## config.mk

```make
export PLATFORM = sky130hd
export DESIGN_NAME = tcce_fifo
export DESIGN_NICKNAME = d
export VERILOG_FILES = /design/src/rtl/text_console_char_engine_defines.svh /design/src/rtl/tcce_pkg.sv /design/src/rtl/tcce_fifo.sv
export SDC_FILE = /design/constraint.sdc
export NUM_CORES = 1
export LEC_CHECK = 0
export BUFFER_PORTS_ARGS = -buffer_cell sky130_fd_sc_hd__buf_2
export CORE_MARGIN = 2
export CORE_UTILIZATION = 50
export DETAILED_ROUTE_END_ITERATION = 7
export PLACE_DENSITY = 0.8
export SLEW_MARGIN = 10
export SYNTH_ARGS = -nofsm -noshare
export SYNTH_HDL_FRONTEND = slang
export SYNTH_SLANG_ARGS = --single-unit
export TNS_END_PERCENT = 100
```

## constraint.sdc

```tcl
create_clock -name i_clk -period 4.1 [get_ports i_clk]
set_clock_uncertainty 0.15 [all_clocks]
set_input_delay 1.23 -clock i_clk [delete_from_list [all_inputs] [get_ports i_clk]]
set_output_delay 1.23 -clock i_clk [all_outputs]
set_load 0.05 [all_outputs]
```

## src/rtl/text_console_char_engine_defines.svh

```systemverilog
// Shared assertion macros for the text console engine.
`ifndef TEXT_CONSOLE_CHAR_ENGINE_DEFINES_SVH
`define TEXT_CONSOLE_CHAR_ENGINE_DEFINES_SVH

// Condition must hold on every clock edge out of reset.
`define TCCE_ASSERT_ALWAYS(label, clk, rst_n, cond) \
    label: assert property (@(posedge clk) disable iff (!rst_n) (cond)) \
        else $error("tcce assertion failed");

// Consequent must hold in the same cycle as the antecedent.
`define TCCE_ASSERT_IMP(label, clk, rst_n, ante, cons) \
    label: assert property (@(posedge clk) disable iff (!rst_n) (ante) |-> (cons)) \
        else $error("tcce assertion failed");

// Consequent must hold in the cycle after the antecedent.
`define TCCE_ASSERT_NEXT(label, clk, rst_n, ante, cons) \
    label: assert property (@(posedge clk) disable iff (!rst_n) (ante) |=> (cons)) \
        else $error("tcce assertion failed");

`endif

```

## src/rtl/tcce_pkg.sv

```systemverilog
`timescale 1ns / 1ps

package tcce_pkg;

    // Screen geometry
    localparam int NUM_COLUMNS = 80;
    localparam int NUM_ROWS    = 25;
    localparam int TAB_STEP    = 8;
    localparam int CELLS       = NUM_COLUMNS * NUM_ROWS;

    // Field widths
    localparam int COL_W  = 7;
    localparam int ROW_W  = 5;
    localparam int IDX_W  = 11;
    localparam int CHAR_W = 8;
    localparam int REQ_W  = 3;
    localparam int CELL_W = 16;

    // Screen store
    localparam int ADDR_W    = $clog2(CELLS);
    localparam int RAM_DEPTH = 2 ** ADDR_W;

    // Queue between front and back
    localparam int FIFO_DEPTH = 2;

    // Fill values
    localparam logic [CELL_W-1:0] BLANK_SCROLL = 16'h0720;
    localparam logic [CELL_W-1:0] BLANK_CLEAR  = 16'h0F20;
    localparam logic [CHAR_W-1:0] ATTR_RESET   = 8'h07;

    // Request kinds
    localparam logic [REQ_W-1:0] REQ_CHAR    = 3'd0;
    localparam logic [REQ_W-1:0] REQ_MOVE    = 3'd1;
    localparam logic [REQ_W-1:0] REQ_RESTORE = 3'd2;
    localparam logic [REQ_W-1:0] REQ_CLEAR   = 3'd3;
    localparam logic [REQ_W-1:0] REQ_READ    = 3'd4;

    // Control characters
    localparam logic [CHAR_W-1:0] CH_NUL = 8'h00;
    localparam logic [CHAR_W-1:0] CH_BS  = 8'h08;
    localparam logic [CHAR_W-1:0] CH_TAB = 8'h09;
    localparam logic [CHAR_W-1:0] CH_NL  = 8'h0A;
    localparam logic [CHAR_W-1:0] CH_CR  = 8'h0D;

    // Classified operation
    typedef enum logic [3:0] {
        OP_NOP,
        OP_PUT,
        OP_NEWLINE,
        OP_CR,
        OP_BS,
        OP_TAB,
        OP_MOVE,
        OP_RESTORE,
        OP_CLEAR,
        OP_READ
    } t_op;

    // Item as it travels from front to back
    typedef struct packed {
        t_op               op;
        logic [CHAR_W-1:0] code;
        logic [COL_W-1:0]  col;
        logic [ROW_W-1:0]  row;
        logic              in_range;
        logic              publish;
    } t_item;

    typedef enum logic [1:0] {
        ST_SWEEP,
        ST_IDLE,
        ST_READ
    } t_back_state;

    localparam int TAB_STOPS = (2 ** COL_W) / TAB_STEP + 1;

    // Next tab stop strictly above column c
    function automatic logic [COL_W:0] tab_stop(input logic [COL_W-1:0] c);
        logic [COL_W:0] stop;
        stop = '0;
        for (int k = TAB_STOPS; k >= 1; k--) begin
            if ((COL_W+1)'(k * TAB_STEP) > {1'b0, c}) begin
                stop = (COL_W+1)'(k * TAB_STEP);
            end
        end
        return stop;
    endfunction

endpackage

```

## src/rtl/tcce_fifo.sv

```systemverilog
`timescale 1ns / 1ps

// Short queue of decoded items between front and back
module tcce_fifo (
    input  logic            i_clk,
    input  logic            i_rst_n,
    input  logic            i_push,
    input  tcce_pkg::t_item i_item,
    output logic            o_ready,
    output logic            o_valid,
    output tcce_pkg::t_item o_item,
    input  logic            i_pop
);

    localparam int PTR_W = $clog2(tcce_pkg::FIFO_DEPTH);
    localparam int CNT_W = $clog2(tcce_pkg::FIFO_DEPTH + 1);

    tcce_pkg::t_item   r_mem [tcce_pkg::FIFO_DEPTH];
    logic [PTR_W-1:0]  r_wptr;
    logic [PTR_W-1:0]  r_rptr;
    logic [CNT_W-1:0]  r_count;
    logic              do_push;
    logic              do_pop;

    assign o_ready = (r_count != CNT_W'(tcce_pkg::FIFO_DEPTH));
    assign o_valid = (r_count != '0);
    assign do_push = i_push && o_ready;
    assign do_pop  = i_pop && o_valid;
    assign o_item  = r_mem[r_rptr];

    // Pointers wrap at the depth
    always_ff @(posedge i_clk) begin
        if (!i_rst_n) begin
            r_wptr  <= '0;
            r_rptr  <= '0;
            r_count <= '0;
        end else begin
            if (do_push) begin
                r_wptr <= (r_wptr == PTR_W'(tcce_pkg::FIFO_DEPTH - 1)) ? '0 : r_wptr + 1'b1;
            end
            if (do_pop) begin
                r_rptr <= (r_rptr == PTR_W'(tcce_pkg::FIFO_DEPTH - 1)) ? '0 : r_rptr + 1'b1;
            end
            if (do_push && !do_pop) begin
                r_count <= r_count + 1'b1;
            end else if (do_pop && !do_push) begin
                r_count <= r_count - 1'b1;
            end
        end
    end

    always_ff @(posedge i_clk) begin
        if (do_push) begin
            r_mem[r_wptr] <= i_item;
        end
    end

endmodule

```

## Word level (Yosys, flattened, before mapping)

Memories as Yosys holds them, arrays and structs flattened. A register that Yosys moved wholly into a read port is not among the register bits.
Cells that the tools add are included.

| word-level totals | value |
|---|---|
| register bits | 4 |
| memory bits (writable) | 52 |
| output and inout bits | 28 |
| word-level logic and storage cells | 25 |
| memories kept | 1 |

| operators by class | value |
|---|---|
| add/subtract/negate cells | 4 |
| equal/unequal tests | 1 |
| muxes and demuxes | 8 |
| reductions and logical operators | 8 |

Memory list:

| memory | depth | bits a word | read ports | clocked after Yosys merged registers in | wr ports | line | source |
|---|---|---|---|---|---|---|---|
| r_mem | 2 | 26 | 1 | 1 | 1 | tcce_fifo.sv:18 | `tcce_pkg::t_item r_mem [tcce_pkg::FIFO_DEPTH];` |

Operator list:

| kind | count |
|---|---|
| 2-to-1 mux 1 bit | 6 |
| logical AND 1 bit | 4 |
| 2-to-1 mux 2 bit | 2 |
| nonzero test 2 bit | 2 |
| adder 1 bit, second input constant | 2 |
| adder 2 x 1 -> 2 bit, second input constant | 1 |
| zero test 1 bit | 2 |
| inequality test 2 bit, second input constant | 1 |
| subtractor 2 x 1 -> 2 bit, second input constant | 1 |

## Longest topological paths before layout

| logic depth | value |
|---|---|
| depth in word-level cells | 6 |
| depth in mapped cells | 6 |

## Worst setup path after synthesis

Ideal clock, no wire load.

| path | value |
|---|---|
| kind | reg2out |
| from | reg with a tool-made name |
| to | out o_item[0] (netlist name) |
| arrival time | 1.143 ns |
| required time | 2.720 ns |
| path slack | 1.577 ns |
| cell stages (with the launch flop) | 4 |
| path buffers | 2 |
| path through | dfxtp_1 > buf_2 > buf_2 > mux2_2 |

RTL lines:

| item | line | source |
|---|---|---|
| end: declaration | tcce_fifo.sv:11 | `output tcce_pkg::t_item o_item,` |

==> run summary <==
TNS Setup -> 0 ns
Synth Net Count -> 136
Total I/O pin count -> 58
EDFF count, synth -> 52
Final Cycle Share -> 77.0%
Synth warn -> 0
Post-cts sizing count -> 0
Asr flop ratio synth -> 0%
Worst hold path type -> reg -> reg
CP arrival -> 1.78 ns
Num CTS Buffers -> 9
Min Hold Slack -> 0.431 ns
LEAKAGE -> 1.01 nW
Max-cap violation count -> 0
P&R area growth vs syn -> 24.9%
Least-Margin Pin Slew -> 1.02 ns
Clock Sink Count -> 57
Netlist cell types -> 19
Vias -> 1136
Drt pass-1 iters -> 6
Status -> finished, final reports clean
Final-report max-slew violation count -> 0
Mean post-synth cell area -> 20.1 sq um
Starting density of the core -> 52.4%
Crit path max fanout -> 18
Crit path capture type -> primary output
WL/cell -> 15.7 um
Clock H-tree levels -> 3
Cell Pwr Density -> 727 mW/mm^2
# port buffers -> 57
Total chip power -> 1.92 mW
Setup crit start kind -> flip-flop
CTS root buf -> clkbuf_8
Final ANT Viol Nets -> 0
Number of global-route vias before repair -> 1115
Layout Cells excl Fill -> 227
FMAX -> 317 MHz
Global-route wire length before repair -> 5.14 mm
Clk slew on worst S/H paths -> 0.06 ns
DR DRC count -> 0
Placed cells -> 211
Total Routing Usage GR -> 16.4%
Seq/Total Area, Yosys -> 78.7%
Drt total wl -> 3.56 mm
Number of setup buffers added after CTS -> 0
Initial antenna violation count -> 0
DP Worst Slack -> 1.27 ns
CTS Hold Bufs -> 0
Pin count of the biggest net entering global routing -> 27
DR iter-0 viols -> 52
Final setup viols -> 0
Die Span Y -> 69.0 um
Syn Inst Count -> 105
CTS tree -> built
Final min period -> 3.16 ns
Layout cell share with drive strength beyond 1 -> 55.9%
Main synth FF type -> edfxtp_1
Synthesized cell area -> 0.00211 sq mm
Total core area -> 0.00403 sq mm
Clk Latency, worst-skew pair -> 0.31 ns
Die Area -> 0.00476 sq mm
Crit Path Category -> reg -> out
Max clock buf depth -> 2
DP Wirelength -> 2.36 mm
Total grt overflow -> 0
Register bit total from synthesis -> 57
Commonest non-fill, non-tap cell in the layout -> buf_2
Relative slew margins -> 31.6%
Nets -> 203
Die Wd -> 69.0 um
Row count -> 23
Antenna cells -> 0
Worst VDD drop -> 0.488 mV
Final hold vios -> 0
Final worst setup slack -> 0.943 ns
Unrepaired setup endpoints after global routing -> no
Most frequent cells in the layout -> 57 x buf_2, 52 x edfxtp_1, 26 x mux2_2, 9 x clkbuf_8, 5 x dfxtp_1
Critical path required time -> 2.72 ns
Placer Congestion -> 0.664
Vias/cell -> 5.00
-- synthesized netlist by cell type, types with 2 or more instances --
cell type | n | area, sq um
and2_1 | 4 | 25.0
buf_2 | 3 | 15.0
dfxtp_1 | 5 | 100
edfxtp_1 | 52 | 1560
mux2_2 | 26 | 293
xnor2_1 | 2 | 17.5
-- report_power, final --
group,internal (mW),switching [mW]
combinational,0.203,0.473
sequential,0.731,0.0403
clock,0.274,0.196
-- state kept, by name, summed over array words and instances (netlist names), named ones only --
register  flops
r_count       2
r_mem        52
r_rptr        1
r_wptr        1
-- path summary, 6_finish.rpt --
kind	startpoint	end	slack (ns)	cells past startpoint
max	flip-flop	o_item[19]	0.94	3
min	r_wptr	r_wptr	0.43	2
max reg2reg	r_count[0]	r_mem[0][11]	2.09	3
min reg2reg	r_wptr	r_wptr	0.43	2
-- stage by stage --
| stage | instance area (sq um) | util, % |
|---|---|---|
| final | 2640 | 65.5 |
| after global routing | 2640 | 65.5 |
| after CTS | 2640 | 65.5 |
| after detailed placement | 2460 | 61.1 |
| after global placement | 2460 | 61.1 |
| after floorplan | 2110 | - |
-- cells by family (layout without fill, tap and decap cells) --
kind of cell | count (synthesis) | after routing | share of synthesized area [%]
mux | 26 | 26 | 13.9
flops | 57 | 57 | 78.7
fa+ha+maj | 1 | 1 | 0.592
buf+inv | 4 | 76 | 0.888
xor+xnor | 3 | 3 | 1.24
compound gates | 5 | 5 | 1.66
simple gates | 9 | 9 | 3.08
-- routing by layer --
layer	up-vias	track usage (%)	part of all wire (%)	routed length (um)
li1	541	-	-	-
met1	549	18.5	42	1480
met2	42	25.5	51	1800
met3	4	6.33	6.5	232
met4	0	11.8	1.1	40
met5	-	0	0	0
-- layout make-up --
| type | instances | area (sq um) |
|---|---|---|
| flip-flops and latches | 57 | 1660 |
| fillers | 303 | 1390 |
| multi-input cells | 44 | 432 |
| repair buffers | 59 | 300 |
| clock buffers | 11 | 131 |
| well taps | 50 | 62.6 |
| clock inverters | 5 | 46.3 |
| inverters | 1 | 3.75 |
-- critical path, cell delays in order (launching register included) --
cell,delay [ns]
dfxtp_1,0.52
buf_4,0.34
mux2_2,0.38
buf_2,0.21
No activity file was read; power rests on OpenSTA's default activity.
