### src/rtl/text_console_char_engine_defines.svh
// Shared assertion macros for the text console engine.
`ifndef TEXT_CONSOLE_CHAR_ENGINE_DEFINES_SVH
`define TEXT_CONSOLE_CHAR_ENGINE_DEFINES_SVH

// Condition must hold on every clock edge out of reset.
`define TCCE_ASSERT_ALWAYS(label, clk, rst_n, cond) \
    label: assert property (@(posedge clk) disable iff (!rst_n) (cond)) \
        else $error("tcce assertion failed");

// Consequent must hold in the same cycle as the antecedent.
`define TCCE_ASSERT_IMP(label, clk, rst_n, ante, cons) \
    label: assert property (@(posedge clk) disable iff (!rst_n) (ante) |-> (cons)) \
        else $error("tcce assertion failed");

// Consequent must hold in the cycle after the antecedent.
`define TCCE_ASSERT_NEXT(label, clk, rst_n, ante, cons) \
    label: assert property (@(posedge clk) disable iff (!rst_n) (ante) |=> (cons)) \
        else $error("tcce assertion failed");

`endif

### src/rtl/tcce_pkg.sv
`timescale 1ns / 1ps

package tcce_pkg;

    // Screen geometry
    localparam int NUM_COLUMNS = 80;
    localparam int NUM_ROWS    = 25;
    localparam int TAB_STEP    = 8;
    localparam int CELLS       = NUM_COLUMNS * NUM_ROWS;

    // Field widths
    localparam int COL_W  = 7;
    localparam int ROW_W  = 5;
    localparam int IDX_W  = 11;
    localparam int CHAR_W = 8;
    localparam int REQ_W  = 3;
    localparam int CELL_W = 16;

    // Screen store
    localparam int ADDR_W    = $clog2(CELLS);
    localparam int RAM_DEPTH = 2 ** ADDR_W;

    // Queue between front and back
    localparam int FIFO_DEPTH = 2;

    // Fill values
    localparam logic [CELL_W-1:0] BLANK_SCROLL = 16'h0720;
    localparam logic [CELL_W-1:0] BLANK_CLEAR  = 16'h0F20;
    localparam logic [CHAR_W-1:0] ATTR_RESET   = 8'h07;

    // Request kinds
    localparam logic [REQ_W-1:0] REQ_CHAR    = 3'd0;
    localparam logic [REQ_W-1:0] REQ_MOVE    = 3'd1;
    localparam logic [REQ_W-1:0] REQ_RESTORE = 3'd2;
    localparam logic [REQ_W-1:0] REQ_CLEAR   = 3'd3;
    localparam logic [REQ_W-1:0] REQ_READ    = 3'd4;

    // Control characters
    localparam logic [CHAR_W-1:0] CH_NUL = 8'h00;
    localparam logic [CHAR_W-1:0] CH_BS  = 8'h08;
    localparam logic [CHAR_W-1:0] CH_TAB = 8'h09;
    localparam logic [CHAR_W-1:0] CH_NL  = 8'h0A;
    localparam logic [CHAR_W-1:0] CH_CR  = 8'h0D;

    // Classified operation
    typedef enum logic [3:0] {
        OP_NOP,
        OP_PUT,
        OP_NEWLINE,
        OP_CR,
        OP_BS,
        OP_TAB,
        OP_MOVE,
        OP_RESTORE,
        OP_CLEAR,
        OP_READ
    } t_op;

    // Item as it travels from front to back
    typedef struct packed {
        t_op               op;
        logic [CHAR_W-1:0] code;
        logic [COL_W-1:0]  col;
        logic [ROW_W-1:0]  row;
        logic              in_range;
        logic              publish;
    } t_item;

    typedef enum logic [1:0] {
        ST_SWEEP,
        ST_IDLE,
        ST_READ
    } t_back_state;

    localparam int TAB_STOPS = (2 ** COL_W) / TAB_STEP + 1;

    // Next tab stop strictly above column c
    function automatic logic [COL_W:0] tab_stop(input logic [COL_W-1:0] c);
        logic [COL_W:0] stop;
        stop = '0;
        for (int k = TAB_STOPS; k >= 1; k--) begin
            if ((COL_W+1)'(k * TAB_STEP) > {1'b0, c}) begin
                stop = (COL_W+1)'(k * TAB_STEP);
            end
        end
        return stop;
    endfunction

endpackage

### src/rtl/tcce_front.sv
`timescale 1ns / 1ps

// Input stage: takes a transaction, decodes it into an operation and holds it
module tcce_front (
    input  logic                         i_clk,
    input  logic                         i_rst_n,
    input  logic                         i_valid,
    output logic                         o_ready,
    input  logic [tcce_pkg::REQ_W-1:0]   i_req_type,
    input  logic [tcce_pkg::CHAR_W-1:0]  i_char_code,
    input  logic [tcce_pkg::COL_W-1:0]   i_col,
    input  logic [tcce_pkg::ROW_W-1:0]   i_row,
    input  logic                         i_last,
    output logic                         o_item_valid,
    output tcce_pkg::t_item              o_item,
    input  logic                         i_item_ready
);

    logic            r_valid;
    tcce_pkg::t_item r_item;
    tcce_pkg::t_item n_item;
    logic            accept;

    // Stage is free when empty or draining into the queue this cycle
    assign o_ready = !r_valid || i_item_ready;
    assign accept  = i_valid && o_ready;

    // Decode request kind and control characters
    always_comb begin
        n_item.code     = i_char_code;
        n_item.col      = i_col;
        n_item.row      = i_row;
        n_item.in_range = (i_col < tcce_pkg::COL_W'(tcce_pkg::NUM_COLUMNS))
                          && (i_row < tcce_pkg::ROW_W'(tcce_pkg::NUM_ROWS));
        n_item.publish  = i_last && (i_req_type == tcce_pkg::REQ_CHAR);
        n_item.op       = tcce_pkg::OP_NOP;
        unique case (i_req_type)
            tcce_pkg::REQ_CHAR: begin
                unique case (i_char_code)
                    tcce_pkg::CH_NUL: n_item.op = tcce_pkg::OP_NOP;
                    tcce_pkg::CH_BS:  n_item.op = tcce_pkg::OP_BS;
                    tcce_pkg::CH_TAB: n_item.op = tcce_pkg::OP_TAB;
                    tcce_pkg::CH_NL:  n_item.op = tcce_pkg::OP_NEWLINE;
                    tcce_pkg::CH_CR:  n_item.op = tcce_pkg::OP_CR;
                    default:          n_item.op = tcce_pkg::OP_PUT;
                endcase
            end
            tcce_pkg::REQ_MOVE:    n_item.op = tcce_pkg::OP_MOVE;
            tcce_pkg::REQ_RESTORE: n_item.op = tcce_pkg::OP_RESTORE;
            tcce_pkg::REQ_CLEAR:   n_item.op = tcce_pkg::OP_CLEAR;
            tcce_pkg::REQ_READ:    n_item.op = tcce_pkg::OP_READ;
            default:               n_item.op = tcce_pkg::OP_NOP;
        endcase
    end

    // Holding register
    always_ff @(posedge i_clk) begin
        if (!i_rst_n) begin
            r_valid <= 1'b0;
        end else if (accept) begin
            r_valid <= 1'b1;
        end else if (i_item_ready) begin
            r_valid <= 1'b0;
        end
    end

    always_ff @(posedge i_clk) begin
        if (accept) begin
            r_item <= n_item;
        end
    end

    assign o_item_valid = r_valid;
    assign o_item       = r_item;

endmodule

### config.mk
export PLATFORM = sky130hd
export DESIGN_NAME = tcce_front
export DESIGN_NICKNAME = d
export VERILOG_FILES = /design/src/rtl/text_console_char_engine_defines.svh /design/src/rtl/tcce_pkg.sv /design/src/rtl/tcce_front.sv
export SDC_FILE = /design/constraint.sdc
export NUM_CORES = 1
export LEC_CHECK = 0
export BUFFER_PORTS_ARGS = -buffer_cell sky130_fd_sc_hd__clkbuf_2
export CORE_ASPECT_RATIO = 2
export CORE_MARGIN = 4
export CORE_UTILIZATION = 38
export DETAILED_ROUTE_END_ITERATION = 10
export PLACE_DENSITY = 0.73
export SYNTH_ARGS = -nofsm -noshare
export SYNTH_HDL_FRONTEND = slang
export SYNTH_SLANG_ARGS = --single-unit
export TNS_END_PERCENT = 100
### constraint.sdc
create_clock -name i_clk -period 1.5 [get_ports i_clk]
set_clock_uncertainty 0.1 [all_clocks]
set_input_delay 0.15 -clock i_clk [delete_from_list [all_inputs] [get_ports i_clk]]
set_output_delay 0.15 -clock i_clk [all_outputs]
set_load 0.1 [all_outputs]
### After elaboration in Yosys (flattened, before gate mapping)

Index checks and enable logic that the tools add are counted.

* input port bits: 28
* flip-flop bits (word level): 27
* output and inout port bits: 28
* logic and storage cells: 29

* muxes and demuxes: 4
* reductions and logical operators: 8
* magnitude comparators: 2
* equality and inequality tests: 8

Operators with widths (number)
* 8-bit by 4-bit == test with 1-bit output, second input constant: 4
* 4-bit one-hot mux with 5 select lines: 1
* 3-bit one-hot mux with 5 select lines: 1
* 8-bit logical NOT: 1
* 7-bit < comparator, second input constant: 1
* 3-bit by 2-bit == test with 1-bit output, second input constant: 2
* 5-bit < comparator, second input constant: 1
* 3-bit by 1-bit == test with 1-bit output, second input constant: 1
* 3-bit == test, second input constant: 1
* 1-bit logical AND: 3
* 3-bit logical NOT: 1
* 1-bit two-way mux: 2
* 2-bit nonzero test: 1
* 1-bit logical NOT: 1
* 1-bit logical OR: 1

### Logic depth before layout (Yosys ltp)

* word-level depth: 4
* gate-level depth with buffers: 4
* gate-level depth less buffers: 4

### Worst setup path after synthesis

Ideal clock, no wire load.

* path type: register to register
* from: register r_valid, in the netlist o_item_valid
* to: register r_item, in the netlist o_item[0] (enable)
* setup slack: -1.456 ns
* data arrival time: 2.483 ns
* period minus slack after synthesis: 2.956 ns
* stages on the path, launching flop included: 3
* library setup time: 0.373 ns
* buffers on the path: 0
* required time: 1.027 ns
* cell sequence: dfxtp_1 -> nand2b_1 -> and2_1

* cells in the longest elaborated chain, start to end: 3

Ends and longest elaborated chain
* start, declared: line tcce_front.sv:19 `logic r_valid;`
* start signal, assigned: line tcce_front.sv:59 `r_valid <= 1'b0;`
* start signal, assigned: line tcce_front.sv:61 `r_valid <= 1'b1;`
* start signal, assigned: line tcce_front.sv:63 `r_valid <= 1'b0;`
* 1-bit logical NOT: line tcce_front.sv:25 `assign o_ready = !r_valid || i_item_ready;`
* 1-bit logical OR: line tcce_front.sv:25
* named net o_ready: line tcce_front.sv:8 `output logic o_ready,`
* 1-bit logical AND: line tcce_front.sv:26 `assign accept = i_valid && o_ready;`
* named net accept: line tcce_front.sv:22 `logic accept;`
* end signal, assigned: line tcce_front.sv:69 `r_item <= n_item;`
* end, declared: line tcce_front.sv:20 `tcce_pkg::t_item r_item;`

The timed path passes the listed nets, and every way through them passes these cells.
A chain may end at the register's enable or synchronous reset.

### Worst setup path after layout

* from: register r_item, in the netlist o_item[19]
* to: output o_item[19] (netlist bit)

RTL lines
* end, declared: line tcce_front.sv:15 `output tcce_pkg::t_item o_item,`

No word-level cell between the ends.

==> flow_summary.yaml <==
route:
  drt-vias-per-instance: 4.70
  final_antenna_net_count: 0
  first_iter_violations: 21
  wire_per_inst_um: 13.5
  wl_um: 2090
  routed-via-count: 729
  drcViolationCount: 0
  drt-pass1-iter-count: 4
global_routing:
  grt_pass1_vias: 689
  antenna_found_initial: 0
  grt_first_pass_wirelength_um: 2970
  grt.total_usage_pct: 11.6
  grt-ovfl-total: 0
  grt_max_degree: 27
placement:
  gp_congestion: 0.778
  post-place-cells: 139
  placed_area_mm2: 0.00132
  portBuffers: 55
layout:
  finalInstanceArea_mm2: 0.00149
  final_cell_mix: "clkbuf_2, edfxtp_1, dlygate4sd3_1"
  syn_to_final_growth_pct: 48.7
  stdcell_count: 155
  fillers: 199
  layout-drive-gt1-share_pct: 51.2
  diodes: 0
  final_nets: 156
  final_common_cell: "clkbuf_2"
setup_path:
  critical_path.top_delay_family: "buffers and inverters"
  crit_fanout: 1
  reg2reg_setup_slack_ns: 0.30
  cp-end-kind: "output port"
  crit_chain: "clkbuf_2"
  reg2regPathDepth: 2
  regToRegEndpoint: "o_item[1]"
  critPathKind: "flip-flop to output port"
  arrival_ns: 1.08
  crit_required_ns: 1.25
  cp_slowest_stage_delay_ns: 0.46
  crit_path_start_kind: "flip-flop"
  r2r-start: "o_item_valid"
  slowest_stage: "clkbuf_2"
  cp.buffers_inverters: 1
power:
  ir_worst_vdd_uv: 537
  power.density_mw_per_mm2: 1200
  p_leak_uw: 0.000634
  finalPower_uw: 1780
clock_network:
  cts_hold_buf: 12
  cts.sinks: 27
  insertion_delay_ns: 0.26
  h-tree-depth: 1
  clkSlewWorstSetupHoldPaths_ns: 0.08
  numCtsBuffers: 3
  post_cts_buffers: 0
  cts_tree: "built"
  root_buffer: "clkbuf_8"
  cts.path.max_buffers: 2
  ctsResizeCount: 0
run:
  maxCapViolCount: 0
sta:
  setup_viol: 0
  rsz0062_at_grt: "no"
  fin_tns_setup_ns: 0
  final-hold-violation-count: 0
  maxSlewViolCount: 0
  fmax_mhz: 755
  max-slew-margin-rel_pct: 63.7
  period_minus_slack_ns: 1.33
  tightest_slew_ns: 0.547
  period_share_pct: 88.3
yosys:
  synth_compound_area_share_pct: 8.65
  synth_area_um2: 998
  synth_cells: 57
  synth_top_family_by_area: "simple AND/OR/NAND/NOR gates"
  synth.yosys.warnings: 0
  synth-adder-area-share_pct: 0
  ys_types: 21
  synth-simple-area-share_pct: 10.3
  syn_nets: 85
  yosys.area_share.xor_xnor_pct: 0
  seq_area_frac_synth_pct: 80.2
  syn_area_per_cell_um2: 17.5
  muxShareOfSynthArea_pct: 0
  ys_seq_elements: 27
run_status:
  outcome: "finished, final reports clean"
die:
  core_area_mm2: 0.00254
  start_util_pct: 39.3
  die_x_um: 44.2
  design.die.area_mm2: 0.00356
  io_pins: 56
  rows: 26
  die-height_um: 80.5
min_path:
  hold_depth: 2
  hp-class: "primary input to flip-flop"
  hold_start: "i_rst_n"
  min_to: "o_item_valid"
-- stage by stage --
stage	worst slack, ns	hold WS [ns]	util, %
floorplan	-0.0370	0.149	-
finish	0.175	0.0105	58.5
global placement	0.313	0.235	52.0
global route	0.150	0.0102	58.5
detailed placement	0.283	0.236	52.0
CTS	0.168	0.00360	58.5
-- worst register-to-register path, stage by stage (launching register included) --
cell	delay, ns
dfxtp_4	0.36
nand2b_4	0.07
and2_4	0.35
-- layer usage --
metal | routed length [µm] | track usage [%] | vias up
met3 | 207 | 0.897 | 2
met2 | 1130 | 20.6 | 39
met4 | 34 | 7.25 | 0
li1 | - | - | 362
met1 | 720 | 12.7 | 326
met5 | 0 | 0 | -
-- final cells by class --
cell class	instances	area (µm²)	area share, %
tap	28	35.0	2.36
timing repair buffer	67	398	26.8
inverter	1	3.75	0.253
sequential	27	805	54.2
clock buffer	4	45.0	3.03
multi-input combinational	28	199	13.4
-- report_power, final --
group / internal [µW] / switching (µW) / leakage (µW) / total (µW)
Sequential: 880 / 12.6 / 0.000262 / 892
Clock: 189 / 196 / 0.0000228 / 386
Combinational: 91.5 / 407 / 0.000349 / 498
Total: 1160 / 616 / 0.000634 / 1780
-- synthesized netlist by cell type (all sizes together) --
| library cell | n | area share (%) |
|---|---|---|
| edfxtp | 26 | 78 |
| nor3 | 1 | 1.0 |
| inv | 1 | 0.38 |
| a221oi | 1 | 0.88 |
| nand2b | 1 | 0.63 |
| o21ai | 3 | 1.5 |
| o211a | 1 | 1.0 |
| a21boi | 1 | 0.75 |
| nor2 | 3 | 1.1 |
| a21oi | 3 | 1.9 |
| and2 | 2 | 1.3 |
| dfxtp | 1 | 2.0 |
| nand3b | 1 | 0.75 |
| o311ai | 1 | 0.88 |
| nand2 | 6 | 2.5 |
| o31a | 2 | 1.8 |
| nor4 | 1 | 2.1 |
| buf | 1 | 0.50 |
| nor4b | 1 | 0.88 |
-- sequential cells by signal, summed over array words and instances, names as in the netlist --
signal / flops
o_item: 26
o_item_valid: 1
-- cell families after synthesis --
group                  after synthesis
flip-flops                          27
AND/OR/NAND/NOR                     16
AO/OA/AOI/OAI                       12
buffers and inverters                2
-- how the worst max path moves through the flow --
stage	startpoint	to	slack, ns	depth (start not counted)
finish	o_item[19]	o_item[19]	0.17	1
global route	o_item[22]	o_item[22]	0.15	1
CTS	o_item_valid	o_item_valid	0.17	1
detailed placement	i_char_code[5]	o_item[22]	0.28	4
global placement	i_char_code[5]	o_item[22]	0.31	4
floorplan	o_item_valid	o_item[0]	-0.04	2
Note: power is estimated with default switching activity, not from simulation.
